==> src/hw/rtl/zpd_pkg.sv <==
package zpd_pkg;

  localparam int MAX_LAG_DEF     = 64;
  localparam int SAMPLE_BITS_DEF = 15;

  localparam int LAG_CFG_W  = 7;
  localparam int TOL_W      = 16;
  localparam int INFL_W     = 17;
  localparam int CFG_DATA_W = 17;
  localparam int CFG_IDX_W  = 2;
  localparam int MARK_W     = 2;
  localparam int MEAN_W     = 23;
  localparam int THR_W      = 31;
  localparam int FRAC_BITS  = 8;

  localparam int LAG_RESET  = 50;
  localparam int TOL_RESET  = 1280;
  localparam int INFL_RESET = 0;
  localparam int MIN_LAG    = 2;

  localparam int ONE_Q16   = 65536;
  localparam int ROUND_Q16 = 32768;
  localparam int Q16_SHIFT = 16;

  localparam int MEAN_MAX = 4194303;
  localparam int MEAN_MIN = -4194304;
  localparam int THR_MAX  = 2147483647;

  typedef enum logic [MARK_W-1:0] {
    MARK_NONE  = 2'd0,
    MARK_ABOVE = 2'd1,
    MARK_BELOW = 2'd2
  } mark_t;

  typedef enum logic [CFG_IDX_W-1:0] {
    CFG_LAG  = 2'd0,
    CFG_TOL  = 2'd1,
    CFG_INFL = 2'd2
  } cfg_idx_t;

  typedef enum logic [3:0] {
    S_IDLE,
    S_SETUP,
    S_BLEND,
    S_UPDATE,
    S_STATS,
    S_LQ,
    S_VLOAD,
    S_VAR,
    S_RLOAD,
    S_ROOT,
    S_FINISH,
    S_OUT
  } state_t;

  typedef struct packed {
    logic load;
    logic setup;
    logic blend;
    logic update;
    logic stats;
    logic lq_step;
    logic var_load;
    logic root_load;
    logic finish;
    logic emit;
  } cmd_t;

  typedef struct packed {
    logic fill;
    logic full;
    logic lq_last;
    logic div_done;
    logic sqrt_done;
  } status_t;

endpackage

==> src/hw/rtl/zpd_ctrl.sv <==
module zpd_ctrl (
  input  logic              clk,
  input  logic              rst_n,
  input  logic              in_valid,
  output logic              in_ready,
  input  logic              out_ready,
  output logic              out_valid,
  input  zpd_pkg::status_t  st,
  output zpd_pkg::cmd_t     cmd
);

  zpd_pkg::state_t state_r;
  zpd_pkg::state_t state_nxt;
  logic            out_valid_r;
  logic            out_valid_nxt;
  logic            slot_free;

  assign slot_free = !out_valid_r || out_ready;

  always_comb begin
    state_nxt = state_r;
    case (state_r)
      zpd_pkg::S_IDLE:   if (in_valid) state_nxt = zpd_pkg::S_SETUP;
      zpd_pkg::S_SETUP: begin
        if (st.fill) begin
          state_nxt = st.full ? zpd_pkg::S_STATS : zpd_pkg::S_OUT;
        end else begin
          state_nxt = zpd_pkg::S_BLEND;
        end
      end
      zpd_pkg::S_BLEND:  state_nxt = zpd_pkg::S_UPDATE;
      zpd_pkg::S_UPDATE: state_nxt = zpd_pkg::S_STATS;
      zpd_pkg::S_STATS:  state_nxt = zpd_pkg::S_LQ;
      zpd_pkg::S_LQ:     if (st.lq_last) state_nxt = zpd_pkg::S_VLOAD;
      zpd_pkg::S_VLOAD:  state_nxt = zpd_pkg::S_VAR;
      zpd_pkg::S_VAR:    if (st.div_done) state_nxt = zpd_pkg::S_RLOAD;
      zpd_pkg::S_RLOAD:  state_nxt = zpd_pkg::S_ROOT;
      zpd_pkg::S_ROOT:   if (st.div_done && st.sqrt_done) state_nxt = zpd_pkg::S_FINISH;
      zpd_pkg::S_FINISH: state_nxt = zpd_pkg::S_OUT;
      zpd_pkg::S_OUT:    if (slot_free) state_nxt = zpd_pkg::S_IDLE;
      default:           state_nxt = zpd_pkg::S_IDLE;
    endcase
  end

  always_comb begin
    cmd      = '0;
    in_ready = 1'b0;
    case (state_r)
      zpd_pkg::S_IDLE: begin
        in_ready = 1'b1;
        cmd.load = in_valid;
      end
      zpd_pkg::S_SETUP:  cmd.setup     = 1'b1;
      zpd_pkg::S_BLEND:  cmd.blend     = 1'b1;
      zpd_pkg::S_UPDATE: cmd.update    = 1'b1;
      zpd_pkg::S_STATS:  cmd.stats     = 1'b1;
      zpd_pkg::S_LQ:     cmd.lq_step   = 1'b1;
      zpd_pkg::S_VLOAD:  cmd.var_load  = 1'b1;
      zpd_pkg::S_RLOAD:  cmd.root_load = 1'b1;
      zpd_pkg::S_FINISH: cmd.finish    = 1'b1;
      zpd_pkg::S_OUT:    cmd.emit      = slot_free;
      default: ;
    endcase
  end

  assign out_valid_nxt = cmd.emit ? 1'b1 : (out_ready ? 1'b0 : out_valid_r);
  assign out_valid     = out_valid_r;

  always_ff @(posedge clk) begin
    if (!rst_n) begin
      state_r     <= zpd_pkg::S_IDLE;
      out_valid_r <= 1'b0;
    end else begin
      state_r     <= state_nxt;
      out_valid_r <= out_valid_nxt;
    end
  end

endmodule

==> config.mk <==
export PLATFORM = sky130hd
export DESIGN_NAME = zpd_ctrl
export DESIGN_NICKNAME = d
export VERILOG_FILES = /design/src/hw/rtl/zpd_pkg.sv /design/src/hw/rtl/zpd_ctrl.sv
export SDC_FILE = /design/constraint.sdc
export NUM_CORES = 1
export LEC_CHECK = 0
export BUFFER_PORTS_ARGS = -buffer_cell sky130_fd_sc_hd__buf_2
export CAP_MARGIN = 15
export CORE_AREA = 2 2 39 41
export DETAILED_ROUTE_END_ITERATION = 8
export DIE_AREA = 0 0 41 43
export PLACE_DENSITY = 0.72
export SLEW_MARGIN = 25
export SYNTH_ARGS = -nofsm -noshare
export SYNTH_HDL_FRONTEND = slang
export SYNTH_SLANG_ARGS = --single-unit
==> constraint.sdc <==
create_clock -name clk -period 1.4 [get_ports clk]
set_input_delay 0.07 -clock clk [delete_from_list [all_inputs] [get_ports clk]]
set_output_delay 0.07 -clock clk [all_outputs]
set_load 0.05 [all_outputs]
---- Word level (Yosys, flattened, before mapping) ----
Index checks and enable logic that the tools add are counted.
W data, S select, Z words.
cells by class
  reduce and logical (&&, ||, !) cells .... 6
  divide/modulo/power cells ............... 0
  $mul .................................... 0
  add/subtract/negate cells ............... 0
  equal/unequal tests ..................... 16
  bitwise logic cells ..................... 0
  shift operators ......................... 0
  mux-type cells .......................... 21
  $lt $le $gt $ge ......................... 0
operator list
  kind                  count
  $pmux W4 S12          1
  $mux W4               7
  $eq A4 B3 Y1 const B  4
  $eq A4 B4 Y1 const B  4
  $mux W1               13
  $ne A2 B2 Y1 const B  5
  $eq A4 B2 Y1 const B  2
  $reduce_and A5 Y1     1
  $eq A4 B1 Y1 const B  1
  $logic_not A4 Y1      1
  $reduce_bool A2 Y1    1
  $logic_and A1 B1 Y1   1
  $logic_not A1 Y1      1
  $logic_or A1 B1 Y1    1
storage, ports and cells
  bits in writable memories ............... 0
  output and inout bits ................... 12
  memories ................................ 0
  bits in read-only memories .............. 0
  flip-flop bits (word level) ............. 5
  latch bits .............................. 0

---- Depth between registers and ports, before layout ----
Gate-level depths: netlist of the first run.
  word-level depth ........................ 4
  mapped depth ............................ 6

---- Least setup slack after synthesis of the first run ----
OpenSTA, ideal clock, no wires.
  path type ............................... register to output
  start ................................... register state_r[3]
  end ..................................... output cmd[9] in the netlist's numbering
  cell stages (with the launch flop) ...... 6
  buffers on the path ..................... 2
  setup slack ............................. -1.171 ns
  arrival ................................. 2.501 ns
  path through ............................ dfxtp_1 buf_2 or2_1 clkbuf_1 nor3_1 and2_1
RTL lines
  item                    line            source
  from (decl)             zpd_ctrl.sv:12  zpd_pkg::state_t state_r;
  from (signal assigned)  zpd_ctrl.sv:71  state_r <= zpd_pkg::S_IDLE;
  from (signal assigned)  zpd_ctrl.sv:74  state_r <= state_nxt;
  to (decl)               zpd_ctrl.sv:9   output zpd_pkg::cmd_t cmd

---- Worst setup path in the final report of the first run ----
  start ................................... register state_r[1]
  end ..................................... register state_r[1]
on the way
  word-level cells in the longest chain between the ends .. 3
  elaborated cells on any way between the ends .. 19
RTL lines
  item                                  line            source
  $eq A4 B4 Y1 (tied with other cells)  zpd_ctrl.sv:22  case (state_r)
  $ne A2 B2 Y1 (no source line)         -
  $reduce_and A5 Y1 (no source line)    -
Parallel ways exist; a longest one is shown, timed or not.
A chain may end at the register's enable or synchronous reset.

==> impl_metrics.env, run 1 <==
export IMPL_r2r_end="state_r[1]"
export IMPL_syn_area_um2=508.0
export IMPL_initial_core_util_pct=36.71
export IMPL_synth_edff_count=0
export IMPL_area_delta_synth_final_pct=105.2
export IMPL_fin_hold_ws_ns=0.1250
export IMPL_post_route_util_pct=75.32
export IMPL_layout_cells_most_common="buf_4"
export IMPL_wl_per_cell_um=15.15
export IMPL_worst_ep_required_time_ns=1.56
export IMPL_die_y_um=43
export IMPL_ff2ff_setup_slack_ns=-0.01
export IMPL_clk_latency_ns=0.25
export IMPL_grt_max_degree=10
export IMPL_fillerInstances=102
export IMPL_routabilityCongestion=0.7847
export IMPL_worstSetupPathType="reg2reg"
export IMPL_hp_class="in2reg"
export IMPL_port_buffers=20
export IMPL_holdBufCountCts=0
export IMPL_min_from="rst_n"
export IMPL_netlist_instances=70
export IMPL_yosysTopAreaCell="dfxtp_1"
export IMPL_drt_iter0_drc=22
export IMPL_hold_viol_final=0
export IMPL_post_route_cells_drive_above_1_share_pct=68.18
export IMPL_path_clk_slew_ns=0.05
export IMPL_worstPathMaxFanout=6
export IMPL_rsz0062_at_grt="true"
export IMPL_period_share_pct=101.1
export IMPL_grt_usage_pct=23.32
export IMPL_ys_seq_elements=5
export IMPL_finalPower_mw=1.152
export IMPL_ys_async_sr_fraction_pct=0
export IMPL_diodes=0
export IMPL_maxCapViolCount=0
export IMPL_mostFrequentLayoutCells="buf_4, buf_6, buf_2, nand2_1, nor2_4"
export IMPL_violations="setup timing"
export IMPL_hold_depth=2
export IMPL_design_final_nets=120
export IMPL_outcome="finished with violations"
export IMPL_finalMaxSlewViolations=0
export IMPL_min_period_ns=1.415
export IMPL_ant_nets=0
export IMPL_syn_num_nets=79
export IMPL_yosysSeqAreaShare_pct=19.70
export IMPL_yosys_most_used_dff="dfxtp_1"
export IMPL_io_pins=21
export IMPL_syn_area_per_cell_um2=7.257
export IMPL_tightest_slew_ns=0.3933
export IMPL_cts_sinks=5
export IMPL_dieArea_um2=1763
export IMPL_yosys_top_cells_area="dfxtp_1, nand2b_1, nor2_1"
export IMPL_dr_pass1_iters=4
export IMPL_viasPerCell=5.548
export IMPL_antenna_found_initial=0
export IMPL_numCtsBuffers=3
export IMPL_r2r_start="state_r[1]"
export IMPL_rows=14
export IMPL_startpoint_type="register"
export IMPL_yosys_cell_types_count=35
export IMPL_coreArea_um2=1384
export IMPL_stdcell_count=126
export IMPL_placed_cells=115
export IMPL_setup_viol=2
export IMPL_max_freq_ghz=0.7068
export IMPL_vdd_ir_drop_max_uv=646.8
export IMPL_grt_overflow=0
export IMPL_skew_ns=0.005980
export IMPL_endpoint_kind="register"
export IMPL_worstPathArrival_ns=1.57
export IMPL_grt_pass1_vias=677
export IMPL_totalWireLength_mm=1.909
export IMPL_setup_ws_ns=-0.01488
export IMPL_synth_top_cell_area_share_pct=19.70
export IMPL_hold_end="state_r[0]"
export IMPL_rr_worst_depth=4
export IMPL_grt_pass1_wl_mm=2.808
export IMPL_p_leak_nw=0.4226
export IMPL_dieWidth_um=41
export IMPL_p_per_area_nw_per_um2=1105
export IMPL_max_slew_margin_rel_pct=73.54
export IMPL_yosys_warnings=0
export IMPL_cts_buffer_depth=2
export IMPL_cts_root_buf="clkbuf_4"
export IMPL_vias=699
export IMPL_htree_levels=1
export IMPL_cts_tree="yes"
export IMPL_drc=0
## synthesized netlist by cell type (2+ instances only)
| cell type | n |
|---|---|
| buf_2 | 3 |
| nand2b_1 | 6 |
| and2_1 | 2 |
| nand2_1 | 7 |
| and4b_1 | 2 |
| clkbuf_1 | 2 |
| dfxtp_1 | 5 |
| o21ai_0 | 4 |
| nor3_1 | 3 |
| a21oi_1 | 3 |
| nor2_1 | 8 |
| nor3b_1 | 2 |
## metal layers
metal,wire (um),vias up,part of all wire [%],GRT usage [%]
met1,747,328,39,24.84
met5,0,-,0,0
met3,94,4,4.9,5.236
met4,28,0,1.5,10.00
li1,-,340,-,-
met2,1038,27,54,40.63
## stage by stage
step / setup WS, ns / cell area [um^2] / setup TNS, ns
after floorplan: -0.3760 / 560.5 / -1.495
after detailed placement: -0.03335 / 743.2 / -0.06616
after CTS: -0.01481 / 943.4 / -0.01976
final: -0.01488 / 1042 / -0.02386
after global placement: -0.03854 / 743.2 / -0.06332
after global routing: -0.05822 / 1042 / -0.3149
## repair_timing
action,4_1_cts,5_1_grt
setup endpoints to repair,13,14
pin swaps,5,10
resized for setup,40,20
setup buffers,6,1
## layout make-up
cell class	count	area, um^2	area share (%)
inverters	1	6.256	0.6002
multi-input cells	57	508.0	48.74
repair buffers	43	365.4	35.05
clock buffers	4	26.28	2.521
well taps	16	20.02	1.921
flip-flops and latches	5	116.4	11.16
## cell families after synthesis
| logic type | synth area share [%] |
|---|---|
| compound gates | 21.92 |
| simple gates | 49.51 |
| flops | 19.71 |
| buf+inv | 8.866 |
## power by group
group	internal (mW)	switching [mW]	leakage (nW)
registers	0.165	0.0307	0.0441
clock network	0.108	0.0685	0.0150
logic	0.366	0.414	0.363
## how the worst max path moves through the flow
stage	startpoint	end	slack, ns
finish	state_r[1]	state_r[1]	-0.01
detailed placement	state_r[3]	state_r[1]	-0.03
floorplan	state_r[1]	cmd[2]	-0.38
CTS	state_r[1]	state_r[1]	-0.01
global route	state_r[3]	cmd[9]	-0.06
global placement	state_r[3]	state_r[1]	-0.04
## critical path, cell delays in order, from the launching register on
cell and delay [ns]:
dfxtp_4 0.36, and3b_2 0.27, a2111oi_4 0.05, or4_1 0.47
o22ai_1 0.18
## flip-flops by register name, summed over array words and instances (netlist names)
register   cells
out_valid      1
state_r        4
No activity file was read; power rests on OpenSTA's default activity.
==> inputs of run 2 (changes only) <==
--- a/config.mk
+++ b/config.mk
@@ -7,10 +7,10 @@
 export LEC_CHECK = 0
 export BUFFER_PORTS_ARGS = -buffer_cell sky130_fd_sc_hd__buf_2
 export CAP_MARGIN = 15
-export CORE_AREA = 2 2 39 41
+export CORE_UTILIZATION = 30
+export CTS_BUF_LIST = sky130_fd_sc_hd__clkbuf_4 sky130_fd_sc_hd__clkbuf_8 sky130_fd_sc_hd__clkbuf_16
 export DETAILED_ROUTE_END_ITERATION = 8
-export DIE_AREA = 0 0 41 43
-export PLACE_DENSITY = 0.72
+export PLACE_DENSITY = 0.6
 export SLEW_MARGIN = 25
 export SYNTH_ARGS = -nofsm -noshare
 export SYNTH_HDL_FRONTEND = slang
==> impl_metrics.env, run 2 (synthesis results as in run 1) <==
export IMPL_cp_cell_sequence="buf_6 > and4b_1 > nor3_4 > nor2_1 > o32a_1"
export IMPL_maxCapViolCount=0
export IMPL_period_share_pct=105.3
export IMPL_die_y_um=43.15
export IMPL_placed_cells=117
export IMPL_rr_worst_depth=5
export IMPL_layout_cells_most_common="buf_4"
export IMPL_multi_input_area_um2=514.2
export IMPL_wl_per_cell_um=14.86
export IMPL_grt_usage_pct=20.45
export IMPL_io_pins=21
export IMPL_post_dp_hpwl_mm=1.130
export IMPL_worstPathMaxFanout=6
export IMPL_holdBufCountCts=0
export IMPL_regArea_um2=116.4
export IMPL_path_clk_slew_ns=0.05
export IMPL_slowest_stage="dfxtp_4"
export IMPL_worst_path_buf_inv=1
export IMPL_grt_overflow=0
export IMPL_hp_class="in2reg"
export IMPL_endpoint_kind="register"
export IMPL_outcome="finished with violations"
export IMPL_cts_tree="yes"
export IMPL_r2r_end="state_r[2]"
export IMPL_viasPerCell=5.659
export IMPL_cts_sinks=5
export IMPL_drt_iter0_drc=19
export IMPL_p_leak_nw=0.4281
export IMPL_clk_latency_ns=0.25
export IMPL_cts_root_buf="clkbuf_4"
export IMPL_p_per_area_nw_per_um2=1101
export IMPL_max_freq_ghz=0.6785
export IMPL_antenna_found_initial=0
export IMPL_hold_viol_final=0
export IMPL_drc=0
export IMPL_violations="setup timing"
export IMPL_grt_max_degree=11
export IMPL_diodes=0
export IMPL_ff2ff_setup_slack_ns=-0.07
export IMPL_grt_pass1_wl_mm=2.808
export IMPL_ant_nets=0
export IMPL_startpoint_type="register"
export IMPL_cp_num_cells=5
export IMPL_finalSetupTns_ns=-0.1793
export IMPL_tightest_slew_ns=0.3405
export IMPL_coreArea_um2=1541
export IMPL_stdcell_count=126
export IMPL_finalMaxSlewViolations=0
export IMPL_design_final_nets=120
export IMPL_numCtsBuffers=3
export IMPL_mostFrequentLayoutCells="buf_4, buf_6, buf_2, nand2_1, nor2_4"
export IMPL_max_slew_margin_rel_pct=76.98
export IMPL_initial_core_util_pct=32.95
export IMPL_crit_start="state_r[1]"
export IMPL_rows=14
export IMPL_worst_ep_required_time_ns=1.53
export IMPL_largest_reg_flops=4
export IMPL_setup_viol=5
export IMPL_totalWireLength_mm=1.872
export IMPL_vias=713
export IMPL_skew_ns=0.001794
export IMPL_cp_top_family="simple AND/OR/NAND/NOR gates"
export IMPL_worstPathArrival_ns=1.60
export IMPL_fillerInstances=136
export IMPL_dr_pass1_iters=4
export IMPL_fin_hold_ws_ns=0.1317
export IMPL_endpoint="state_r[2]"
export IMPL_min_period_ns=1.474
export IMPL_slowest_delay_ns=0.36
export IMPL_dieArea_um2=1862
export IMPL_area_delta_synth_final_pct=105.7
export IMPL_htree_levels=1
export IMPL_r2r_start="state_r[1]"
export IMPL_dieWidth_um=43.15
export IMPL_rsz0062_at_grt="true"
export IMPL_regMostFlops="state_r"
export IMPL_cts_buffer_depth=2
export IMPL_port_buffers=20
export IMPL_worstSetupPathType="reg2reg"
export IMPL_grt_pass1_vias=630
export IMPL_setup_ws_ns=-0.07395
export IMPL_post_route_cells_drive_above_1_share_pct=68.18
export IMPL_vdd_ir_drop_max_uv=823.5
export IMPL_routabilityCongestion=0.8400
## run 2: worst min-delay path by stage
stage               start         end  slack (ns)  depth (start not counted)
detailed placement  rst_n   out_valid        0.39                          2
global route        rst_n  state_r[0]        0.13                          2
floorplan           rst_n   out_valid        0.19                          1
CTS                 rst_n  state_r[0]        0.13                          2
finish              rst_n  state_r[0]        0.13                          2
global placement    rst_n   out_valid        0.39                          2
## run 2: final cells by class
class                   instances  area share (%)
multi-input cells              57           49.22
flip-flops and latches          5           11.14
well taps                      16           1.916
clock buffers                   4           2.874
repair buffers                 43           34.49
inverters                       1          0.3593
## run 2: what timing repair did
action / in CTS / in global routing
resized for setup: 35 / 22
gates cloned: 0 / 0
setup buffers: 2 / 3
pin swaps: 6 / 13
setup endpoints to repair: 15 / 15
## run 2: report_power, final
part | internal [mW] | leakage [nW] | switching [mW]
registers | 0.164 | 0.0441 | 0.0408
clock network | 0.128 | 0.0184 | 0.0656
logic | 0.355 | 0.366 | 0.397
## run 2: layer usage
metal | vias to the layer above | track usage (%) | share of wire [%]
met5 | - | 0 | 0
met4 | 0 | 9.091 | 1.8
met3 | 4 | 3.830 | 4.2
met2 | 20 | 34.93 | 53
met1 | 347 | 24.42 | 41
li1 | 342 | - | -
## run 2: per-stage QoR
| stage | util [%] | worst slack [ns] | total power, mW | area (um^2) |
|---|---|---|---|---|
| 6_report | 67.78 | -0.07395 | 1.150 | 1045 |
| 5_1_grt | 67.78 | -0.1293 | 1.216 | 1045 |
| 4_1_cts | 59.90 | -0.02751 | 1.024 | 923.4 |
| 3_5_place_dp | 49.19 | -0.1683 | 0.7156 | 758.2 |
| 3_3_place_gp | 49.19 | -0.1424 | 0.7116 | 758.2 |
| 2_1_floorplan | - | -0.3760 | 0.5721 | 560.5 |
## run 2: worst reg2reg max path, delay by kind of cell (launching register included)
kind	cells	cell delay, ns
flops	1	0.36
compound gates	1	0.29
simple gates	3	0.56
buf+inv	1	0.13
